$ cat src/hw/rtl/qlte_pkg.sv
// ----------------------------------------------------------------------------
// qlte_pkg
// Shared types and constants of the Q-learning table engine: table geometry,
// datapath widths, request and result records, register and operation codes.
// ----------------------------------------------------------------------------
package qlte_pkg;

    localparam int NUM_STATES  = 16;
    localparam int NUM_ACTIONS = 2;
    localparam int STATE_W     = $clog2(NUM_STATES);
    localparam int ACT_W       = $clog2(NUM_ACTIONS);
    localparam int ADDR_W      = STATE_W + ACT_W;
    localparam int TBL_DEPTH   = NUM_STATES * NUM_ACTIONS;

    localparam int IN_STATE_W  = 4;
    localparam int IN_ACT_W    = 1;
    localparam int REW_W       = 16;
    localparam int DRAW_W      = 16;
    localparam int COEF_W      = 16;
    localparam int Q_W         = 24;

    localparam int CFG_IDX_W   = 2;
    localparam int CFG_DATA_W  = 16;

    localparam int MUL_A_W     = COEF_W + 1;
    localparam int MUL_B_W     = Q_W + 1;
    localparam int MUL_P_W     = MUL_A_W + MUL_B_W;
    localparam int INNER_W     = 42;
    localparam int SPLIT_W     = 21;
    localparam int ACC_W       = 60;
    localparam int FRAC_SHIFT  = 32;
    localparam int SUM_W       = ACC_W - FRAC_SHIFT + 1;

    localparam logic signed [Q_W-1:0] Q_POS_MAX = {1'b0, {(Q_W-1){1'b1}}};
    localparam logic signed [Q_W-1:0] Q_NEG_MIN = {1'b1, {(Q_W-1){1'b0}}};

    localparam logic OP_CHOOSE   = 1'b0;
    localparam logic OP_UPDATE   = 1'b1;
    localparam logic KIND_CHOOSE = 1'b0;
    localparam logic KIND_UPDATE = 1'b1;

    localparam logic [CFG_IDX_W-1:0] CFG_EPSILON  = 2'd0;
    localparam logic [CFG_IDX_W-1:0] CFG_ALPHA    = 2'd1;
    localparam logic [CFG_IDX_W-1:0] CFG_GAMMA    = 2'd2;

    localparam logic [COEF_W-1:0] EPSILON_RST = 16'd13107;
    localparam logic [COEF_W-1:0] ALPHA_RST   = 16'd58982;
    localparam logic [COEF_W-1:0] GAMMA_RST   = 16'd58982;

    typedef struct packed {
        logic                     operation;
        logic [IN_STATE_W-1:0]    state_index;
        logic [IN_ACT_W-1:0]      action;
        logic signed [REW_W-1:0]  reward;
        logic [IN_STATE_W-1:0]    succ_state;
        logic                     update_all;
        logic [DRAW_W-1:0]        explore_draw;
        logic [IN_ACT_W-1:0]      explore_act;
        logic [DRAW_W-1:0]        tie_draw;
    } in_item_t;

    typedef struct packed {
        logic                     kind;
        logic [IN_ACT_W-1:0]      chosen_action;
        logic                     explored;
        logic signed [Q_W-1:0]    q_value;
        logic                     saturated;
        logic                     last;
    } out_item_t;

    typedef struct packed {
        logic                     wr_en;
        logic [ADDR_W-1:0]        wr_addr;
        logic signed [Q_W-1:0]    wr_data;
        logic [ADDR_W-1:0]        rd_addr;
    } tbl_req_t;

endpackage

$ cat src/hw/rtl/q_learning_table_engine.sv
// ----------------------------------------------------------------------------
// q_learning_table_engine
// Tabular Q-learning engine with epsilon-greedy action choice.
// ----------------------------------------------------------------------------
// Requests arrive on s_valid/s_ready/s_data; results leave on
// m_valid/m_ready/m_data through an output register. Registers (epsilon,
// learning rate, discount) are written on cfg_valid/cfg_ready/cfg_index/
// cfg_data, always ready; indexes past the list are dropped.
// One request is worked at a time and s_ready is high only between requests.
// The sequencer reads the table through one registered read port and runs
// all products through one 17x25 multiplier:
//   choose, exploring:    result loaded straight from the request
//   choose, greedy:       both row entries read and compared, then result
//   update, one action:   row peak, discount, inner, low and high halves, sum
//   update, all actions:  discount through write repeat per further action
// A new request is taken the cycle after the last result is loaded.
// Reset clears the table to zero (per-entry valid bits, no clearing pass)
// and loads the register defaults. When m_ready is low, a finished result
// holds in the output register and the sequencer waits before loading the
// next one; the table write of an update waits with its result.
// ----------------------------------------------------------------------------
module q_learning_table_engine (
    input  logic                                  aclk,
    input  logic                                  aresetn,
    input  logic                                  s_valid,
    output logic                                  s_ready,
    input  qlte_pkg::in_item_t                    s_data,
    output logic                                  m_valid,
    input  logic                                  m_ready,
    output qlte_pkg::out_item_t                   m_data,
    input  logic                                  cfg_valid,
    output logic                                  cfg_ready,
    input  logic [qlte_pkg::CFG_IDX_W-1:0]        cfg_index,
    input  logic [qlte_pkg::CFG_DATA_W-1:0]       cfg_data
);
    import qlte_pkg::*;

    localparam logic [3:0] ST_IDLE   = 4'd0;
    localparam logic [3:0] ST_RD0    = 4'd1;
    localparam logic [3:0] ST_RD1    = 4'd2;
    localparam logic [3:0] ST_RD2    = 4'd3;
    localparam logic [3:0] ST_MUL_G  = 4'd4;
    localparam logic [3:0] ST_INNER  = 4'd5;
    localparam logic [3:0] ST_MUL_LO = 4'd6;
    localparam logic [3:0] ST_MUL_HI = 4'd7;
    localparam logic [3:0] ST_SUM    = 4'd8;
    localparam logic [3:0] ST_WB     = 4'd9;
    localparam logic [3:0] ST_CH_OUT = 4'd10;

    logic [3:0]              state_reg, state_next;
    in_item_t                in_reg;
    logic [ACT_W-1:0]        act_reg;
    logic                    explored_reg;
    logic signed [Q_W-1:0]   max_reg;
    logic signed [Q_W-1:0]   q_cur_reg;
    logic signed [INNER_W-1:0] inner_reg;
    logic signed [INNER_W-1:0] inner_next;
    logic signed [MUL_P_W-1:0] lo_reg;
    logic signed [ACC_W-1:0] acc_reg;
    logic signed [ACC_W-1:0] acc_next;
    logic [COEF_W-1:0]       eps_reg, alpha_reg, gamma_reg;
    logic                    m_valid_reg;
    out_item_t               m_data_reg;
    out_item_t               out_next;

    logic [STATE_W-1:0]      row_w, st_w;
    logic [ACT_W-1:0]        act_inc;
    logic                    is_last;
    logic                    out_free;
    logic                    out_load;
    logic                    accept;
    logic                    explore_now;
    logic [ACT_W-1:0]        greedy_act;

    tbl_req_t                tbl_req;
    logic signed [Q_W-1:0]   tbl_q;

    logic                    mul_en;
    logic signed [MUL_A_W-1:0] mul_a;
    logic signed [MUL_B_W-1:0] mul_b;
    logic signed [MUL_P_W-1:0] mul_p;

    logic signed [SUM_W-1:0] sum_w;
    logic signed [Q_W-1:0]   new_q;
    logic                    new_sat;

    qlte_table u_table (
        .aclk    (aclk),
        .aresetn (aresetn),
        .req     (tbl_req),
        .rd_q    (tbl_q)
    );

    qlte_mul u_mul (
        .aclk  (aclk),
        .en    (mul_en),
        .a     (mul_a),
        .b     (mul_b),
        .p_reg (mul_p)
    );

    assign s_ready     = (state_reg == ST_IDLE);
    assign accept      = s_valid && s_ready;
    assign cfg_ready   = 1'b1;
    assign m_valid     = m_valid_reg;
    assign m_data      = m_data_reg;
    assign explore_now = (s_data.operation == OP_CHOOSE) && (s_data.explore_draw < eps_reg);

    assign row_w    = (in_reg.operation == OP_UPDATE) ? in_reg.succ_state[STATE_W-1:0]
                                                      : in_reg.state_index[STATE_W-1:0];
    assign st_w     = in_reg.state_index[STATE_W-1:0];
    assign act_inc  = act_reg + ACT_W'(1);
    assign is_last  = !in_reg.update_all || (act_reg == ACT_W'(NUM_ACTIONS - 1));
    assign out_free = !m_valid_reg || m_ready;
    assign out_load = ((state_reg == ST_WB) || (state_reg == ST_CH_OUT)) && out_free;

    always_comb begin
        if (tbl_q > max_reg) begin
            greedy_act = ACT_W'(1);
        end else if (max_reg > tbl_q) begin
            greedy_act = ACT_W'(0);
        end else begin
            greedy_act = in_reg.tie_draw[ACT_W-1:0];
        end
    end

    always_comb begin
        tbl_req.wr_en   = (state_reg == ST_WB) && out_free;
        tbl_req.wr_addr = {st_w, act_reg};
        tbl_req.wr_data = new_q;
        unique case (state_reg)
            ST_RD0:  tbl_req.rd_addr = {row_w, ACT_W'(0)};
            ST_RD1:  tbl_req.rd_addr = {row_w, ACT_W'(1)};
            ST_WB:   tbl_req.rd_addr = {st_w, act_inc};
            default: tbl_req.rd_addr = {st_w, act_reg};
        endcase
    end

    always_comb begin
        mul_en = 1'b0;
        mul_a  = MUL_A_W'({1'b0, alpha_reg});
        mul_b  = MUL_B_W'(max_reg);
        unique case (state_reg)
            ST_MUL_G: begin
                mul_en = 1'b1;
                mul_a  = MUL_A_W'({1'b0, gamma_reg});
            end
            ST_MUL_LO: begin
                mul_en = 1'b1;
                mul_b  = MUL_B_W'({1'b0, inner_reg[SPLIT_W-1:0]});
            end
            ST_MUL_HI: begin
                mul_en = 1'b1;
                mul_b  = MUL_B_W'($signed(inner_reg[INNER_W-1:SPLIT_W]));
            end
            default: mul_en = 1'b0;
        endcase
    end

    assign inner_next = (INNER_W'($signed(in_reg.reward)) <<< COEF_W) + INNER_W'(mul_p)
                      - (INNER_W'(q_cur_reg) <<< COEF_W);
    assign acc_next   = (ACC_W'(mul_p) <<< SPLIT_W) + ACC_W'(lo_reg)
                      + (ACC_W'(1) <<< (FRAC_SHIFT - 1));
    assign sum_w      = SUM_W'(q_cur_reg) + SUM_W'($signed(acc_reg[ACC_W-1:FRAC_SHIFT]));

    always_comb begin
        new_sat = 1'b0;
        new_q   = sum_w[Q_W-1:0];
        if (sum_w > SUM_W'(Q_POS_MAX)) begin
            new_q   = Q_POS_MAX;
            new_sat = 1'b1;
        end else if (sum_w < SUM_W'(Q_NEG_MIN)) begin
            new_q   = Q_NEG_MIN;
            new_sat = 1'b1;
        end
    end

    always_comb begin
        if (state_reg == ST_WB) begin
            out_next.kind          = KIND_UPDATE;
            out_next.chosen_action = act_reg;
            out_next.explored      = 1'b0;
            out_next.q_value       = new_q;
            out_next.saturated     = new_sat;
            out_next.last          = is_last;
        end else begin
            out_next.kind          = KIND_CHOOSE;
            out_next.chosen_action = act_reg;
            out_next.explored      = explored_reg;
            out_next.q_value       = '0;
            out_next.saturated     = 1'b0;
            out_next.last          = 1'b1;
        end
    end

    always_comb begin
        state_next = state_reg;
        unique case (state_reg)
            ST_IDLE: begin
                if (s_valid) begin
                    state_next = explore_now ? ST_CH_OUT : ST_RD0;
                end
            end
            ST_RD0:    state_next = ST_RD1;
            ST_RD1:    state_next = ST_RD2;
            ST_RD2:    state_next = (in_reg.operation == OP_UPDATE) ? ST_MUL_G : ST_CH_OUT;
            ST_MUL_G:  state_next = ST_INNER;
            ST_INNER:  state_next = ST_MUL_LO;
            ST_MUL_LO: state_next = ST_MUL_HI;
            ST_MUL_HI: state_next = ST_SUM;
            ST_SUM:    state_next = ST_WB;
            ST_WB: begin
                if (out_free) begin
                    state_next = is_last ? ST_IDLE : ST_MUL_G;
                end
            end
            ST_CH_OUT: begin
                if (out_free) begin
                    state_next = ST_IDLE;
                end
            end
            default:   state_next = ST_IDLE;
        endcase
    end

    always_ff @(posedge aclk) begin
        if (!aresetn) begin
            state_reg   <= ST_IDLE;
            m_valid_reg <= 1'b0;
            eps_reg     <= EPSILON_RST;
            alpha_reg   <= ALPHA_RST;
            gamma_reg   <= GAMMA_RST;
        end else begin
            state_reg <= state_next;
            if (out_load) begin
                m_valid_reg <= 1'b1;
            end else if (m_ready) begin
                m_valid_reg <= 1'b0;
            end
            if (cfg_valid && cfg_ready) begin
                unique case (cfg_index)
                    CFG_EPSILON: eps_reg   <= cfg_data;
                    CFG_ALPHA:   alpha_reg <= cfg_data;
                    CFG_GAMMA:   gamma_reg <= cfg_data;
                    default:     eps_reg   <= eps_reg;
                endcase
            end
        end
    end

    always_ff @(posedge aclk) begin
        if (out_load) begin
            m_data_reg <= out_next;
        end
        unique case (state_reg)
            ST_IDLE: begin
                if (s_valid) begin
                    in_reg       <= s_data;
                    explored_reg <= (s_data.operation == OP_CHOOSE);
                    if (s_data.operation == OP_CHOOSE) begin
                        act_reg <= s_data.explore_act[ACT_W-1:0];
                    end else if (s_data.update_all) begin
                        act_reg <= '0;
                    end else begin
                        act_reg <= s_data.action[ACT_W-1:0];
                    end
                end
            end
            ST_RD1: max_reg <= tbl_q;
            ST_RD2: begin
                if (in_reg.operation == OP_UPDATE) begin
                    if (tbl_q > max_reg) begin
                        max_reg <= tbl_q;
                    end
                end else begin
                    act_reg      <= greedy_act;
                    explored_reg <= 1'b0;
                end
            end
            ST_MUL_G:  q_cur_reg <= tbl_q;
            ST_INNER:  inner_reg <= inner_next;
            ST_MUL_HI: lo_reg    <= mul_p;
            ST_SUM:    acc_reg   <= acc_next;
            ST_WB: begin
                if (out_free) begin
                    act_reg <= act_inc;
                end
            end
            default: act_reg <= act_reg;
        endcase
    end

    a_choose_fields: assert property (@(posedge aclk) disable iff (!aresetn)
        m_valid && (m_data.kind == KIND_CHOOSE) |->
            (m_data.q_value == '0) && !m_data.saturated && m_data.last)
        else $error("choose result carries update fields");

    a_sat_extreme: assert property (@(posedge aclk) disable iff (!aresetn)
        m_valid && m_data.saturated |->
            (m_data.q_value == Q_POS_MAX) || (m_data.q_value == Q_NEG_MIN))
        else $error("saturated result not at range limit");

    a_one_at_a_time: assert property (@(posedge aclk) disable iff (!aresetn)
        accept |=> !s_ready)
        else $error("request taken while another is in work");

    a_single_action: assert property (@(posedge aclk) disable iff (!aresetn)
        tbl_req.wr_en && !in_reg.update_all |->
            (act_reg == in_reg.action[ACT_W-1:0]) && is_last)
        else $error("single update writes the wrong action");

endmodule

$ cat src/hw/rtl/qlte_table.sv
// ----------------------------------------------------------------------------
// qlte_table
// Q value store: one write and one registered read per cycle. Entries not
// yet written since reset read as zero through per-entry valid bits.
// ----------------------------------------------------------------------------
module qlte_table (
    input  logic                            aclk,
    input  logic                            aresetn,
    input  qlte_pkg::tbl_req_t              req,
    output logic signed [qlte_pkg::Q_W-1:0] rd_q
);
    import qlte_pkg::*;

    logic signed [Q_W-1:0] mem [TBL_DEPTH];
    logic [TBL_DEPTH-1:0]  valid_reg;
    logic signed [Q_W-1:0] rd_data_reg;
    logic                  rd_valid_reg;

    always_ff @(posedge aclk) begin
        if (req.wr_en) begin
            mem[req.wr_addr] <= req.wr_data;
        end
        rd_data_reg <= mem[req.rd_addr];
    end

    always_ff @(posedge aclk) begin
        if (!aresetn) begin
            valid_reg    <= '0;
            rd_valid_reg <= 1'b0;
        end else begin
            if (req.wr_en) begin
                valid_reg[req.wr_addr] <= 1'b1;
            end
            rd_valid_reg <= valid_reg[req.rd_addr];
        end
    end

    assign rd_q = rd_valid_reg ? rd_data_reg : '0;

endmodule

$ cat src/hw/rtl/qlte_mul.sv
// ----------------------------------------------------------------------------
// qlte_mul
// Shared signed multiplier with registered product, reused for the discount
// product and both halves of the learning-rate product.
// ----------------------------------------------------------------------------
module qlte_mul (
    input  logic                                aclk,
    input  logic                                en,
    input  logic signed [qlte_pkg::MUL_A_W-1:0] a,
    input  logic signed [qlte_pkg::MUL_B_W-1:0] b,
    output logic signed [qlte_pkg::MUL_P_W-1:0] p_reg
);
    import qlte_pkg::*;

    always_ff @(posedge aclk) begin
        if (en) begin
            p_reg <= MUL_P_W'(a * b);
        end
    end

endmodule

$ cat config.mk
export PLATFORM = sky130hd
export DESIGN_NAME = q_learning_table_engine
export DESIGN_NICKNAME = d
export VERILOG_FILES = /design/src/hw/rtl/qlte_pkg.sv /design/src/hw/rtl/q_learning_table_engine.sv /design/src/hw/rtl/qlte_table.sv /design/src/hw/rtl/qlte_mul.sv
export SDC_FILE = /design/constraint.sdc
export NUM_CORES = 2
export LEC_CHECK = 0
export ABC_AREA = 1
export BUFFER_PORTS_ARGS = -buffer_cell sky130_fd_sc_hd__buf_4
export CAP_MARGIN = 10
export CORE_UTILIZATION = 55
export DETAILED_ROUTE_END_ITERATION = 7
export GPL_TIMING_DRIVEN = 0
export HOLD_SLACK_MARGIN = 0.05
export MAX_ROUTING_LAYER = met4
export PLACE_DENSITY = 0.71
export SETUP_SLACK_MARGIN = 0.02
export SLEW_MARGIN = 20
export SYNTH_ARGS = -nofsm -noshare
export SYNTH_HDL_FRONTEND = slang
export SYNTH_SLANG_ARGS = --single-unit
$ cat constraint.sdc
create_clock -name aclk -period 8.65 [get_ports aclk]
set_input_delay 1.73 -clock aclk [delete_from_list [all_inputs] [get_ports aclk]]
set_output_delay 1.73 -clock aclk [all_outputs]
set_load 0.05 [all_outputs]
# Word-level counts from Yosys, hierarchy flattened

Memory sizes are Yosys's and may differ from the RTL's. A register that Yosys moved wholly into a read port is not among the register bits.
Index checks and enable logic that the tools add are counted.

Memory bits (writable): 768
Logic and storage cells: 127
Memories: 1
Register bits: 378
Output and inout port bits: 32
Bits of input ports: 83

Memories:

| memory      | depth | width | read ports | clocked after Yosys merged registers in | wr ports | line             | RTL |
|---|---|---|---|---|---|---|---|
| u_table.mem | 32    | 24    | 1          | 1                                       | 1        | qlte_table.sv:14 | `logic signed [Q_W-1:0] mem [TBL_DEPTH];` |

Order comparisons: 8
Bitwise gates (word level): 2
Multiply operators: 1
Add/sub/neg operators: 6
Multiplexer cells: 40
Reductions and logical operators: 24
Equal/unequal tests: 18

Operators with widths:

| cell                                                                           | count |
|---|---|
| 24-bit two-way mux                                                             | 5 |
| 60-bit by 33-bit adder with 60-bit output, second input constant               | 1 |
| 60-bit by 42-bit adder with 60-bit output                                      | 1 |
| 25-bit case mux with 2 select lines                                            | 1 |
| 24-bit > comparator                                                            | 2 |
| 24-bit case mux with 2 select lines                                            | 1 |
| 4-bit case mux with 11 select lines                                            | 1 |
| 32-bit by 42-bit adder with 42-bit output                                      | 1 |
| 17-bit by 25-bit multiplier with 42-bit output                                 | 1 |
| 42-bit by 40-bit subtractor with 42-bit output                                 | 1 |
| 32-bit bitwise OR                                                              | 1 |
| 24-bit by 28-bit adder with 29-bit output                                      | 1 |
| 29-bit by 24-bit > comparator with 1-bit output, second input constant         | 1 |
| 29-bit by 24-bit less-than comparator with 1-bit output, second input constant | 1 |
| 29-bit two-way mux                                                             | 1 |
| 4-bit two-way mux                                                              | 6 |
| 1-bit two-way mux                                                              | 18 |
| 4-bit by 3-bit == test with 1-bit output, second input constant                | 4 |
| 16-bit less-than comparator                                                    | 1 |
| 16-bit two-way mux                                                             | 1 |
| 5-bit case mux with 3 select lines                                             | 1 |
| 4-bit == test, second input constant                                           | 3 |
| 5-bit by 6-bit less-than comparator with 1-bit output, second input constant   | 2 |
| 2-bit != test, second input constant                                           | 6 |
| 23 further kinds                                                               | 37 |

# Depth between registers and ports, before layout

Depth in word-level cells: 6
Mapped depth: 33
Mapped depth without buffers: 31

# By module

A second synthesis with hierarchy kept.

Cells, all modules: 7,358
Area, all modules: 69,001.2 um^2

By module, submodules not included:

| module                  | cells an instance | times used | sequential area each (um^2) | area an instance (um^2) |
|---|---|---|---|---|
| qlte_table              | 2,859             | 1          | 24,203.2                    | 33,299.4 |
| q_learning_table_engine | 2,225             | 1          | 6,976.7                     | 17,956.0 |
| qlte_mul                | 2,274             | 1          | 1,261.2                     | 17,745.8 |

# Worst setup path before layout

OpenSTA, ideal clock, no wires.

Path type: register -> register
From: register state_reg[2]
To: register u_mul.p_reg[29] (netlist name), data pin
Setup time: 0.260 ns
Buffers on the path: 3
Data required time: 8.390 ns
Arrival time: 7.570 ns
Stages on the path, launching flop included: 30
Period minus slack after synthesis: 7.830 ns
Path slack: 0.820 ns
Cell sequence: dfxtp_1 -> inv_1 -> nor2_1 -> inv_1 -> nor2_1 -> inv_1 -> clkbuf_1 -> o21ai_0 -> clkbuf_1 -> clkbuf_1 -> nand2_1 -> fa_1 -> fa_1 -> fa_1 -> inv_1 -> fa_1 -> fa_1 -> inv_1 -> fa_1 -> inv_1 -> ha_1 -> nand2_1 -> nand2_1 -> a31oi_1 -> o21ai_0 -> or2_2 -> a21oi_1 -> inv_1 -> a21oi_1 -> xnor2_1

Longest elaborated chain between the ends: 3
Elaborated cells on any way between the ends: 6
Those cells by class: 1 x mul; 3 x eq/ne; 2 x mux

Ends and longest elaborated chain:

| element                                                                   | line                           | RTL |
|---|---|---|
| from (decl)                                                               | q_learning_table_engine.sv:50  | `logic [3:0] state_reg, state_next;` |
| from (signal assigned)                                                    | q_learning_table_engine.sv:234 | `state_reg <= state_next;` |
| 4-bit by 3-bit == test with 1-bit output                                  | q_learning_table_engine.sv:143 | `unique case (state_reg)` |
| 25-bit case mux with 2 select lines or 16-bit two-way mux (tied branches) | q_learning_table_engine.sv:143 |  |
| 17-bit by 25-bit multiplier with 42-bit output (*)                        | qlte_mul.sv:17                 | `p_reg <= MUL_P_W'(a * b);` |
| to (signal assigned)                                                      | qlte_mul.sv:17                 |  |
| to (decl)                                                                 | qlte_mul.sv:11                 | `output logic signed [qlte_pkg::MUL_P_W-1:0] p_reg` |

Mark *: on every way between the ends. The rest lies on a longest branch, timed or not.
A chain may end at the register's enable or synchronous reset.

# Worst setup path after layout

From: register state_reg[2]
To: register u_mul.p_reg[34] (netlist name), data pin

Same word-level chain as after synthesis.

==> results.yml <==
worst_setup_path:
  crit_path_start: "state_reg[2]"
  rr_endpoint: "u_mul.p_reg[34]"
  reg2reg_depth: 26
  crit_fanout: 12
  crit_path_end_kind: "flip-flop"
  worstSetupPathType: "reg -> reg"
  critPathMaxStageDelay_ns: 0.59
  cpMostUsedCell: "fa_1"
  critPathCapture: "u_mul.p_reg[34]"
  critical_path_buf_inv_count: 7
  cpMaxStageDelayCell: "fa_1"
  timing.rr.start: "state_reg[2]"
  cp_top_family: "adder cells"
  crit_path_start_kind: "flip-flop"
  path_depth: 26
  cp.arrival_ns: 8.72
  worstPathRequired_ns: 9.08
  reg2reg_slack_ns: 0.36
job:
  drv_cap: 0
placement:
  io_buffers: 97
  place_congestion: 1.01
  place_hpwl_um: 161000
logic_synthesis:
  synthCells: 6796
  yosysTopAreaCellShare_pct: 45.3
  syn-num-nets: 7569
  ys_ff_latch: 1117
  ys.warnings.count: 0
  synth_top_cell_by_area: "edfxtp_1"
  synth-seq-area-share_pct: 48.6
  synth.area.top_cells: "edfxtp_1 45%, fa_1 12%, inv_1 7.7%"
  synth_area_um2: 66700
  syn-mean-instance-area_um2: 9.81
  synth_cell_types: 48
final_layout:
  area_growth_pct: 12.2
  n_fill_cell: 9888
  largest_register_ff_count: 768
  drive_gt1_share_pct: 7.87
  nNetsFinal: 7836
sta:
  finClkSkew_ns: 0.0926
  timing.final.crit_period_ns: 8.29
  tns_ns: 0
  tightest_slew_ns: 1.16
  period_share_pct: 95.9
  holdWs_ns: 0.458
  slew_headroom_pct: 21.6
  hold_viol: 0
  setup_viol: 0
  timing.fmax_mhz: 121
  maxSlewViolCount: 0
  rsz0062_at_grt: "no"
floorplan:
  die_w_um: 350
  die_y_um: 350
  initial_utilization_pct: 55.5
  num_io_pins: 115
  rows: 127
  core_um2: 120000
  dieArea_um2: 123000
grt:
  grt_pass1_vias: 48700
  track_usage_pct: 35.4
  grt_pass1_wl_um: 307000
  grt_max_degree: 33
  gr-total-overflow: 0
  grt_antenna_before_repair: 6
cts:
  cts_tree: "done"
  cts_max_level: 3
  cts_hold_buf: 0
  insertion_delay_ns: 0.77
  clock_sinks: 1117
  cts.reportedPaths.clkPinSlew_ns: 0.06
  cts_made_buffers: 111
  cts-root-buf: "clkbuf_16"
  ctsLongestPathBuffers: 3
routing:
  wl_um: 210000
  dr.pass1.iters: 7
  routedWlPerCell_um: 24.0
  routed-via-count: 50000
  ant_nets: 0
  drc: 0
  vias_per_cell: 5.69
  drtIter0Drc: 5438
run_status:
  status: "finished clean"
hold_path:
  hold_path.class: "reg -> reg"
  worstHoldStart: "eps_reg[7]"
==> worst min-delay path, stage by stage, from the launching register on <==
cell     delay [ns]
dfxtp_1        0.29
inv_1          0.06
a21oi_1        0.06
==> worst min-delay path by stage <==
| stage | depth (start not counted) | slack [ns] | to |
|---|---|---|---|
| after floorplan | 2 | 0.42 | gamma_reg[4] |
| after global placement | 2 | 0.44 | gamma_reg[3] |
| after detailed placement | 2 | 0.44 | gamma_reg[7] |
| after CTS | 2 | 0.46 | gamma_reg[7] |
| after global routing | 2 | 0.48 | eps_reg[11] |
| final | 2 | 0.46 | eps_reg[7] |
==> cell usage in the layout, fill, tap and decap left out, types with 25 or more instances in the layout <==
master        n
xnor2_1      50
ha_1        283
o21ai_0     349
edfxtp_1   1007
a31oi_1      39
fa_1        407
o211ai_1    216
clkbuf_1    124
buf_2       111
a21oi_1     413
nor2_1      444
buf_4       106
xor2_1       78
nor2_4       38
clkbuf_16   112
nand2_1    1090
inv_1      1363
nand3_1     411
buf_12       37
nand2_2      25
dfxtp_1     110
==> cell type report <==
type,count,area (um^2),share of cell area (%)
diodes,4,10.0,0.0134
repair buffers,154,1910,2.55
clock buffers,152,3020,4.04
flip-flops and latches,1117,32400,43.4
inverters,1374,5170,6.91
plain buffers,245,1110,1.49
clock inverters,55,643,0.860
multi-input cells,4060,28500,38.1
well taps,1612,2020,2.70
==> synthesized netlist by cell type (all sizes together) <==
| library cell | number |
|---|---|
| inv | 1369 |
| nand2 | 1116 |
| edfxtp | 1007 |
| nor2 | 484 |
| a21oi | 414 |
| nand3 | 411 |
| fa | 407 |
| o21ai | 386 |
| ha | 283 |
| o211ai | 216 |
| buf | 129 |
| clkbuf | 116 |
| dfxtp | 110 |
| xor2 | 79 |
| xnor2 | 50 |
| a31oi | 39 |
| nand4 | 24 |
| a21o | 23 |
| a22oi | 20 |
| o21bai | 19 |
| nor3 | 16 |
| nor4 | 15 |
| a21boi | 10 |
| nand3b | 10 |
| or2 | 7 |
| o21a | 6 |
| a221oi | 5 |
| clkinv | 5 |
| o221ai | 5 |
| and3 | 4 |
| a31o | 3 |
| o2111ai | 3 |
| a211o | 1 |
| a311oi | 1 |
| and2 | 1 |
| conb | 1 |
| or3 | 1 |
==> kinds of logic (layout without fill, tap and decap cells) <==
family,after synthesis,after routing,synth area share [%]
AOI/OAI and AO/OA,1151,1151,9.93
xor gates and xnor gates,129,129,1.69
adders and majority gates,690,690,17.5
buffers and inverters,1619,1980,9.36
DFF,1117,1117,48.6
other,1,5,0.00562
and+or+nand+nor,2089,2089,12.8
==> repair_timing <==
item | 4_1_cts | 5_1_grt
endpoints found under the setup margin | 14 | 25
pin swaps | 0 | 0
setup buffers | 0 | 0
resized for setup | 8 | 75
==> metal layers <==
metal | GRT usage, % | vias up | part of all wire [%]
met5 | - | - | 0
met4 | 19.5 | 0 | 6.4
met3 | 5.33 | 549 | 8.2
met2 | 55.0 | 2327 | 46
met1 | 44.8 | 24200 | 39
li1 | - | 22800 | -
==> through the flow <==
| step | cell area [um^2] | util [%] | instances | setup WS (ns) |
|---|---|---|---|---|
| 2_1_floorplan | 66700 | - | 6796 | 0.820 |
| 3_3_place_gp | 69400 | 57.8 | 8505 | -2.02 |
| 3_5_place_dp | 71000 | 59.1 | 8562 | -0.299 |
| 4_1_cts | 74700 | 62.2 | 8769 | 0.00357 |
| 5_1_grt | 74800 | 62.3 | 8770 | 0.0338 |
| 6_report | 74800 | 62.3 | 8773 | 0.358 |
Power is left out: the tool's default activity adds up to more than one toggle a clock period on the data nets, which glitch-free logic cannot reach.
